**src/rtl/extent_map_translate_alloc_unit_macros.svh**
```systemverilog
// Assertion macros shared by the extent map translation block.
`ifndef EXTENT_MAP_TRANSLATE_ALLOC_UNIT_MACROS_SVH
`define EXTENT_MAP_TRANSLATE_ALLOC_UNIT_MACROS_SVH

// The consequent must hold in the same cycle as the antecedent.
`define EMTA_ASSERT_SAME(label, clk, rst, ante, cons, msg) \
  label: assert property (@(posedge clk) disable iff (rst) (ante) |-> (cons)) \
    else $error(msg);

// The consequent must hold in the cycle after the antecedent.
`define EMTA_ASSERT_NEXT(label, clk, rst, ante, cons, msg) \
  label: assert property (@(posedge clk) disable iff (rst) (ante) |=> (cons)) \
    else $error(msg);

// The condition must hold at every clock edge outside reset.
`define EMTA_ASSERT_ALWAYS(label, clk, rst, cond, msg) \
  label: assert property (@(posedge clk) disable iff (rst) (cond)) \
    else $error(msg);

`endif

```
**src/rtl/emta_pkg.sv**
```systemverilog
// Types, codes and defaults shared by the extent map translation block.
`timescale 1ns / 1ps
`default_nettype none

package emta_pkg;

  localparam int DEF_MAX_REGIONS = 16;
  localparam int CFG_IDX_W = 8;
  localparam int CFG_DATA_W = 32;

  localparam logic [CFG_IDX_W-1:0] REG_TOTAL_BLOCKS = 8'd0;
  localparam logic [CFG_IDX_W-1:0] REG_REGION_SIZE = 8'd1;

  localparam logic [1:0] ST_OK = 2'd0;
  localparam logic [1:0] ST_DISK_FULL = 2'd1;
  localparam logic [1:0] ST_TABLE_FULL = 2'd2;

  localparam logic [31:0] RST_TOTAL_BLOCKS = 32'hFFFF_FFFF;
  localparam logic [7:0] RST_REGION_SIZE = 8'd8;
  localparam logic [31:0] RST_NEXT_FREE = 32'd1;

  typedef struct packed {
    logic [31:0] total_blocks;
    logic [7:0]  region_size;
  } cfg_t;

  typedef struct packed {
    logic [31:0] start;
    logic [7:0]  length;
  } region_t;

endpackage

`default_nettype wire

```
**src/rtl/extent_map_translate_alloc_unit.sv**
```systemverilog
// Top level: translates logical block indexes through an extent table.
`timescale 1ns / 1ps
`default_nettype none

// Extent map translation with a bump allocator.
// An item is taken at a rising edge with start high and busy low; it carries
// one 32-bit logical_index. Exactly one result follows: done is high for one
// cycle with physical_block and status (0 ok, 1 disk full, 2 table full).
// The receiver cannot stall; the result is simply presented for that cycle.
// The region table sits in a synchronous memory read one entry per cycle.
// For a hit in entry k (counted from 0), done goes high once the walk has
// compared entries 0 to k, and the result is taken at the edge after that. A miss
// walks all used entries and then passes through the allocate decision state, so
// done goes high after that state; with an empty table the walk is skipped.
// The block can take the next item in the cycle in which done is high; the
// longest item is a miss with sixteen regions in use.
// Configuration writes use cfg_valid/cfg_ready with cfg_index and cfg_data;
// ready is always high, and writes belong in idle periods only.
// Reset sets total_blocks to all ones, region_size to 8, the used count to 0
// and the bump pointer to 1. Table entries are left as they are; only entries
// below the used count are ever read, so no clearing pass is needed.
module extent_map_translate_alloc_unit #(
  parameter int MAX_REGIONS = emta_pkg::DEF_MAX_REGIONS
) (
  input  wire logic                           clk,
  input  wire logic                           rst,
  input  wire logic                           start,
  output logic                                busy,
  input  wire logic [31:0]                    logical_index,
  output logic                                done,
  output logic [31:0]                         physical_block,
  output logic [1:0]                          status,
  input  wire logic                           cfg_valid,
  output logic                                cfg_ready,
  input  wire logic [emta_pkg::CFG_IDX_W-1:0]  cfg_index,
  input  wire logic [emta_pkg::CFG_DATA_W-1:0] cfg_data
);
  import emta_pkg::*;

  localparam int IDX_W = (MAX_REGIONS > 1) ? $clog2(MAX_REGIONS) : 1;
  localparam int CNT_W = $clog2(MAX_REGIONS + 1);
  localparam int SUM_W = $clog2(MAX_REGIONS * 255 + 1);

  localparam logic [1:0] S_IDLE = 2'd0;
  localparam logic [1:0] S_WALK = 2'd1;
  localparam logic [1:0] S_DECIDE = 2'd2;

  cfg_t cfg;

  logic [1:0]       state;
  logic [31:0]      idx;
  logic [IDX_W-1:0] ptr;
  logic [SUM_W-1:0] sum;
  logic [CNT_W-1:0] regions_used;
  logic [31:0]      next_free_block;

  logic             rd_en;
  logic [IDX_W-1:0] rd_addr;
  region_t          rd_data;
  logic             wr_en;
  region_t          wr_data;

  logic             accept;
  logic [SUM_W-1:0] upper;
  logic             hit;
  logic             last;
  logic [32:0]      alloc_end;
  logic             table_full;
  logic             no_space;

  emta_cfg_regs u_cfg (
    .clk       (clk),
    .rst       (rst),
    .cfg_valid (cfg_valid),
    .cfg_ready (cfg_ready),
    .cfg_index (cfg_index),
    .cfg_data  (cfg_data),
    .cfg       (cfg)
  );

  emta_region_ram #(
    .DEPTH  (MAX_REGIONS),
    .ADDR_W (IDX_W)
  ) u_ram (
    .clk     (clk),
    .wr_en   (wr_en),
    .wr_addr (regions_used[IDX_W-1:0]),
    .wr_data (wr_data),
    .rd_en   (rd_en),
    .rd_addr (rd_addr),
    .rd_data (rd_data)
  );

  assign busy = (state != S_IDLE);
  assign accept = start && !busy;

  assign upper = sum + SUM_W'(rd_data.length);
  assign hit = (idx < 32'(upper));
  assign last = ((CNT_W'(ptr) + 1'b1) == regions_used);

  assign alloc_end = {1'b0, next_free_block} + 33'(cfg.region_size);
  assign table_full = (regions_used == CNT_W'(MAX_REGIONS));
  assign no_space = (alloc_end > {1'b0, cfg.total_blocks});

  // Reads run one entry ahead of the compare, so the walk never waits on the
  // memory. The only write is the allocation, issued after the walk has
  // ended, so a read never meets a write to the same entry in flight.
  always_comb begin
    rd_en = 1'b0;
    rd_addr = ptr + 1'b1;
    if (state == S_IDLE) begin
      rd_en = accept && (regions_used != '0);
      rd_addr = '0;
    end else if (state == S_WALK) begin
      rd_en = !hit && !last;
    end
  end

  assign wr_en = (state == S_DECIDE) && !table_full && !no_space;
  assign wr_data.start = next_free_block;
  assign wr_data.length = cfg.region_size;

  always_ff @(posedge clk) begin
    if (rst) begin
      state <= S_IDLE;
      regions_used <= '0;
      next_free_block <= RST_NEXT_FREE;
      done <= 1'b0;
    end else begin
      done <= 1'b0;
      case (state)
        S_IDLE: begin
          if (accept) begin
            state <= (regions_used == '0) ? S_DECIDE : S_WALK;
          end
        end
        S_WALK: begin
          if (hit) begin
            done <= 1'b1;
            state <= S_IDLE;
          end else if (last) begin
            state <= S_DECIDE;
          end
        end
        S_DECIDE: begin
          done <= 1'b1;
          state <= S_IDLE;
          if (wr_en) begin
            regions_used <= regions_used + 1'b1;
            next_free_block <= alloc_end[31:0];
          end
        end
        default: state <= S_IDLE;
      endcase
    end
  end

  // Datapath registers: walk position, running sum and the result.
  always_ff @(posedge clk) begin
    case (state)
      S_IDLE: begin
        idx <= logical_index;
        ptr <= '0;
        sum <= '0;
      end
      S_WALK: begin
        ptr <= ptr + 1'b1;
        sum <= upper;
        physical_block <= rd_data.start + (idx - 32'(sum));
        status <= ST_OK;
      end
      S_DECIDE: begin
        if (table_full) begin
          physical_block <= '0;
          status <= ST_TABLE_FULL;
        end else if (no_space) begin
          physical_block <= '0;
          status <= ST_DISK_FULL;
        end else begin
          physical_block <= next_free_block;
          status <= ST_OK;
        end
      end
      default: ;
    endcase
  end

`include "extent_map_translate_alloc_unit_macros.svh"

  `EMTA_ASSERT_NEXT(a_accept_busy, clk, rst, accept, busy, "accepted item did not raise busy")
  `EMTA_ASSERT_SAME(a_fail_zero, clk, rst, done && (status != ST_OK), physical_block == '0,
                    "failed result carries a nonzero block")
  `EMTA_ASSERT_ALWAYS(a_used_bound, clk, rst, regions_used <= CNT_W'(MAX_REGIONS),
                      "region count exceeds table depth")
  `EMTA_ASSERT_SAME(a_write_room, clk, rst, wr_en, !table_full && (state == S_DECIDE),
                    "region write without a free entry")

endmodule

`default_nettype wire

```
**src/rtl/emta_region_ram.sv**
```systemverilog
// Region table memory: one write port and one registered read port.
`timescale 1ns / 1ps
`default_nettype none

module emta_region_ram #(
  parameter int DEPTH = emta_pkg::DEF_MAX_REGIONS,
  parameter int ADDR_W = (DEPTH > 1) ? $clog2(DEPTH) : 1
) (
  input  wire logic              clk,
  input  wire logic              wr_en,
  input  wire logic [ADDR_W-1:0] wr_addr,
  input  wire emta_pkg::region_t wr_data,
  input  wire logic              rd_en,
  input  wire logic [ADDR_W-1:0] rd_addr,
  output emta_pkg::region_t      rd_data
);
  import emta_pkg::*;

  region_t mem [DEPTH];

  always_ff @(posedge clk) begin
    if (wr_en) begin
      mem[wr_addr] <= wr_data;
    end
  end

  always_ff @(posedge clk) begin
    if (rd_en) begin
      rd_data <= mem[rd_addr];
    end
  end

endmodule

`default_nettype wire

```
**src/rtl/emta_cfg_regs.sv**
```systemverilog
// Configuration registers: volume block count and new region size.
`timescale 1ns / 1ps
`default_nettype none

module emta_cfg_regs (
  input  wire logic                           clk,
  input  wire logic                           rst,
  input  wire logic                           cfg_valid,
  output logic                                cfg_ready,
  input  wire logic [emta_pkg::CFG_IDX_W-1:0]  cfg_index,
  input  wire logic [emta_pkg::CFG_DATA_W-1:0] cfg_data,
  output emta_pkg::cfg_t                      cfg
);
  import emta_pkg::*;

  assign cfg_ready = 1'b1;

  // Writes to indexes past the register list fall through and are dropped.
  always_ff @(posedge clk) begin
    if (rst) begin
      cfg.total_blocks <= RST_TOTAL_BLOCKS;
      cfg.region_size <= RST_REGION_SIZE;
    end else if (cfg_valid && cfg_ready) begin
      case (cfg_index)
        REG_TOTAL_BLOCKS: cfg.total_blocks <= cfg_data[31:0];
        REG_REGION_SIZE:  cfg.region_size <= cfg_data[7:0];
        default: ;
      endcase
    end
  end

endmodule

`default_nettype wire

```
**config.mk**
```make
export PLATFORM = sky130hd
export DESIGN_NAME = extent_map_translate_alloc_unit
export DESIGN_NICKNAME = d
export VERILOG_FILES = /design/src/rtl/emta_pkg.sv /design/src/rtl/extent_map_translate_alloc_unit.sv /design/src/rtl/emta_region_ram.sv /design/src/rtl/emta_cfg_regs.sv
export VERILOG_INCLUDE_DIRS = /design/src /design/src/rtl
export SDC_FILE = /design/constraint.sdc
export NUM_CORES = 1
export LEC_CHECK = 0
export BUFFER_PORTS_ARGS = -buffer_cell sky130_fd_sc_hd__buf_2
export CELL_PAD_IN_SITES_DETAIL_PLACEMENT = 1
export CELL_PAD_IN_SITES_GLOBAL_PLACEMENT = 1
export CORE_MARGIN = 8
export CORE_UTILIZATION = 30
export CTS_CLUSTER_DIAMETER = 80
export DETAILED_ROUTE_END_ITERATION = 6
export PLACE_DENSITY_LB_ADDON = 0.1
export SLEW_MARGIN = 0
export SYNTH_ARGS = -nofsm -noshare
export SYNTH_HDL_FRONTEND = slang
export SYNTH_SLANG_ARGS = --single-unit
```
**constraint.sdc**
```tcl
create_clock -name clk -period 7.18 [get_ports clk]
set_input_delay 1.436 -clock clk [delete_from_list [all_inputs] [get_ports clk]]
set_output_delay 1.436 -clock clk [all_outputs]
set_load 0.02 [all_outputs]
```
==> summary.md <==
| Metric | Value |
|---|---|
| TritonCTS clock tree | built |
| CP Class | register to register |
| Crit path from | next_free_block[2] |
| Cell taking the most area after synthesis | edfxtp_1 |
| Drt first pass iters | 5 |
| DR vias | 22.8k |
| Max-Cap Viols | 0 |
| Total CTS buffers | 99 |
| Post-CTS setup buffers | 0 |
| Leakage | 15.4 nW |
| Final HPWL DP | 72,900 um |
| Synth Area in XOR/XNOR | 0.0167 |
| Gate count of the mapped netlist | 2,710 |
| Share of Yosys cell area claimed by the top area cell type | 0.615 |
| Part of the power in registers | 0.349 |
| Vias in the first global route | 24.3k |
| DR WL/cell | 24.7 um |
| Syn Area/Cell | 13.7 sq um |
| Synthesized area | 0.0372 sq mm |
| CP arrival | 6.18 ns |
| Grt ovf | 0 |
| Synth warnings | 0 |
| Via density | 4.97 |
| Chip Height | 368 um |
| Ys async rst share | 0 |
| Relative slew slack | 0.233 |
| Ports | 113 |
| Post-synthesis register bit count | 842 |
| Number of synthesized flops with an enable pin | 762 |
| Combinational share of power | 0.384 |
| Initial antenna violation count | 12 |
| Endpoint class of the critical path | register |
| Worst-skew pair later-pin latency | 0.70 ns |
| Gr usage total | 0.164 |
| CTS max path bufs | 3 |
| Synth Area in Adders | 0.0472 |
| Internal power | 11.3 mW |
| CTS clk-pin slew, worst paths | 0.06 ns |
| Simple-gate share of the synthesized area | 0.0762 |
| Startpoint Class | register |
| Fin crit share | 0.817 |
| Hold slack final | 0.531 ns |
| Hold Buf Count CTS | 0 |
| Top cells by count, synth | edfxtp_1, nand2_1, inv_1 |
| Chip Width | 368 um |
| Fin. Hold Viols | 0 |
| CTS root buf | clkbuf_16 |
| Critical path peak fanout | 40 |
| Net Count, Synth | 2,918 |
| FMAX | 170 MHz |
| Area contributors post-synth | edfxtp_1, mux2i_1, dfxtp_1 |
| Required time worst endpoint | 7.50 ns |
| First-pass GRT wire length | 167,000 um |
| Placeable Area | 0.123 sq mm |
| Setup TNS | 0 ns |
| RR Startpoint | next_free_block[2] |
| Post_cts resized | 0 |
| Final ANT Viol Nets | 0 |
| P&R area growth vs syn | 16.2% |
| Synth Flop Type | edfxtp_1 |
| Clk sink count | 842 |
| Final RePlAce weighted congestion | 0.768 |
| Endpoints failing setup | 0 |
| Register area share after synthesis | 0.658 |
| DRC violations left | 0 |
| Final wirelength | 113,000 um |
| H-Tree Depth | 3 |
| Min Tclk post-route | 5.87 ns |
| PwrDens | 426 mW/mm^2 |
| Share of layout cells above drive strength 1 | 0.141 |
| Clk pwr share | 0.266 |
| Final Max Slew Viols | 0 |
| Most common cell in the synthesized netlist | edfxtp_1 |
| VDD IR max | 0.000261 V |
| Mux contribution to synthesized area | 0.0708 |
| Outcome | finished clean |
| Layout net count | 3,066 |
| Site row count | 129 |
| Largest net degree at the start of global routing | 100 |
| Clock skew | 0.0211 ns |
| Die Footprint | 0.135 sq mm |
| Port bufs | 111 |
| Synth Area in Compound Gates | 0.0956 |
| Hold WC Path Type | register to register |
| RSZ-0062 raised after global routing | false |
| Iteration-0 DRC Markers | 1,500 |
| Sw frac | 0.384 |
| Core Util, Final | 0.350 |
| Hold Startpoint | state[1] |
| Initial Utilization | 0.302 |
| Count of unique library cells instantiated by Yosys | 75 |
| Worst-margin pin slew | 1.15 ns |
| Largest family of logic cells by synthesized area | compound AO/OA/AOI/OAI gates |
| Switch Pwr | 7.08 mW |
path summary, 6_finish.rpt:
kind	end	slack, ns	cells after the start
worst min-delay path	state[1]	0.53	2
worst max register to register	u_ram.mem[13][18]	1.31	18
worst min register to register	state[1]	0.53	2
worst max-delay path	u_ram.mem[13][18]	1.31	18
registers in the layout, indices dropped and copies added (netlist names):
signal	flops
u_ram.mem	640
u_cfg.cfg	40
u_ram.rd_data	40
idx	32
next_free_block	32
physical_block	32
sum	12
regions_used	5
ptr	4
state	2
status	2
done	1
cell families after synthesis:
| kind of cell | Yosys count |
|---|---|
| muxes | 210 |
| other | 1 |
| and+or+nand+nor | 601 |
| adders and majority gates | 132 |
| AOI/OAI and AO/OA | 524 |
| DFF | 842 |
| xor gates and xnor gates | 71 |
| buffers and inverters | 329 |
stage by stage:
step / power, mW / instance area [sq um] / std cells / setup WS (ns)
floorplan: 11.0 / 37200 / 2710 / 0.107
global placement: 13.7 / 40100 / 4394 / 1.42
detailed placement: 13.7 / 40100 / 4394 / 1.28
CTS: 18.7 / 43200 / 4577 / 1.27
global route: 19.5 / 43200 / 4577 / 0.879
finish: 18.4 / 43200 / 4581 / 1.31
placed cells by master, fill, tap and decap left out, types with 17 or more instances in the layout:
cell       netlist  layout
a211o_1         36      36
a211oi_1       123     123
a21oi_1        128     128
a311oi_1        40      40
a31oi_1         46      46
buf_2           14     110
buf_4            2      70
clkbuf_1       105      26
clkbuf_16        0     100
clkinv_2         0      20
dfxtp_1         80      80
edfxtp_1       762     762
ha_1           118     117
inv_1          185     185
mux2i_1        164     164
mux4_2          42      42
nand2_1        239     237
nand3_1         30      30
nand4_1         20      20
nor2_1         127     111
nor2_4           0      17
nor2b_1         86      86
o21ai_0         40      39
o21ai_1         18      18
xnor2_1         43      43
xor2_1          28      28
worst max-delay path, cell delays in order, from the launching register on:
cell and delay, ns:
dfxtp_1 0.84, ha_1 0.42, a211oi_2 0.30, o21ai_1 0.13, o211a_1 0.28, and2b_1 0.27
and3_1 0.24, nand3_1 0.14, xnor2_1 0.10, ha_1 0.35, a21o_1 0.17, a21oi_1 0.18
o221ai_1 0.19, mux2i_1 0.22, and3_1 0.38, or2_2 0.22, nand2_1 0.21, nor2_4 0.13
buf_4 0.66
final cells by class:
cell class	instances	area (sq um)
fill	13000	80100
sequential	842	24500
multi-input combinational	1539	11600
clock buffer	127	2610
tap	1637	2050
timing repair buffer	189	1260
inverter	187	702
clock inverter	56	524
antenna	4	10.0
metal layers:
metal  track usage  share of wire  vias to the layer above
met2         0.257           0.45                      447
met1         0.231           0.48                    11700
met3        0.0386          0.051                      130
met5             0              0                        -
met4        0.0371          0.020                        0
li1              -              -                    10500
power by group through the flow:
stage | Combinational (mW) | Sequential (mW) | Clock (mW)
finish | 7.07 | 6.44 | 4.91
global route | 7.81 | 6.49 | 5.23
CTS | 7.22 | 6.45 | 5.05
detailed placement | 7.18 | 6.54 | 0
global placement | 7.12 | 6.53 | 0
floorplan | 4.42 | 6.58 | 0
No activity file was read; power rests on OpenSTA's default activity.
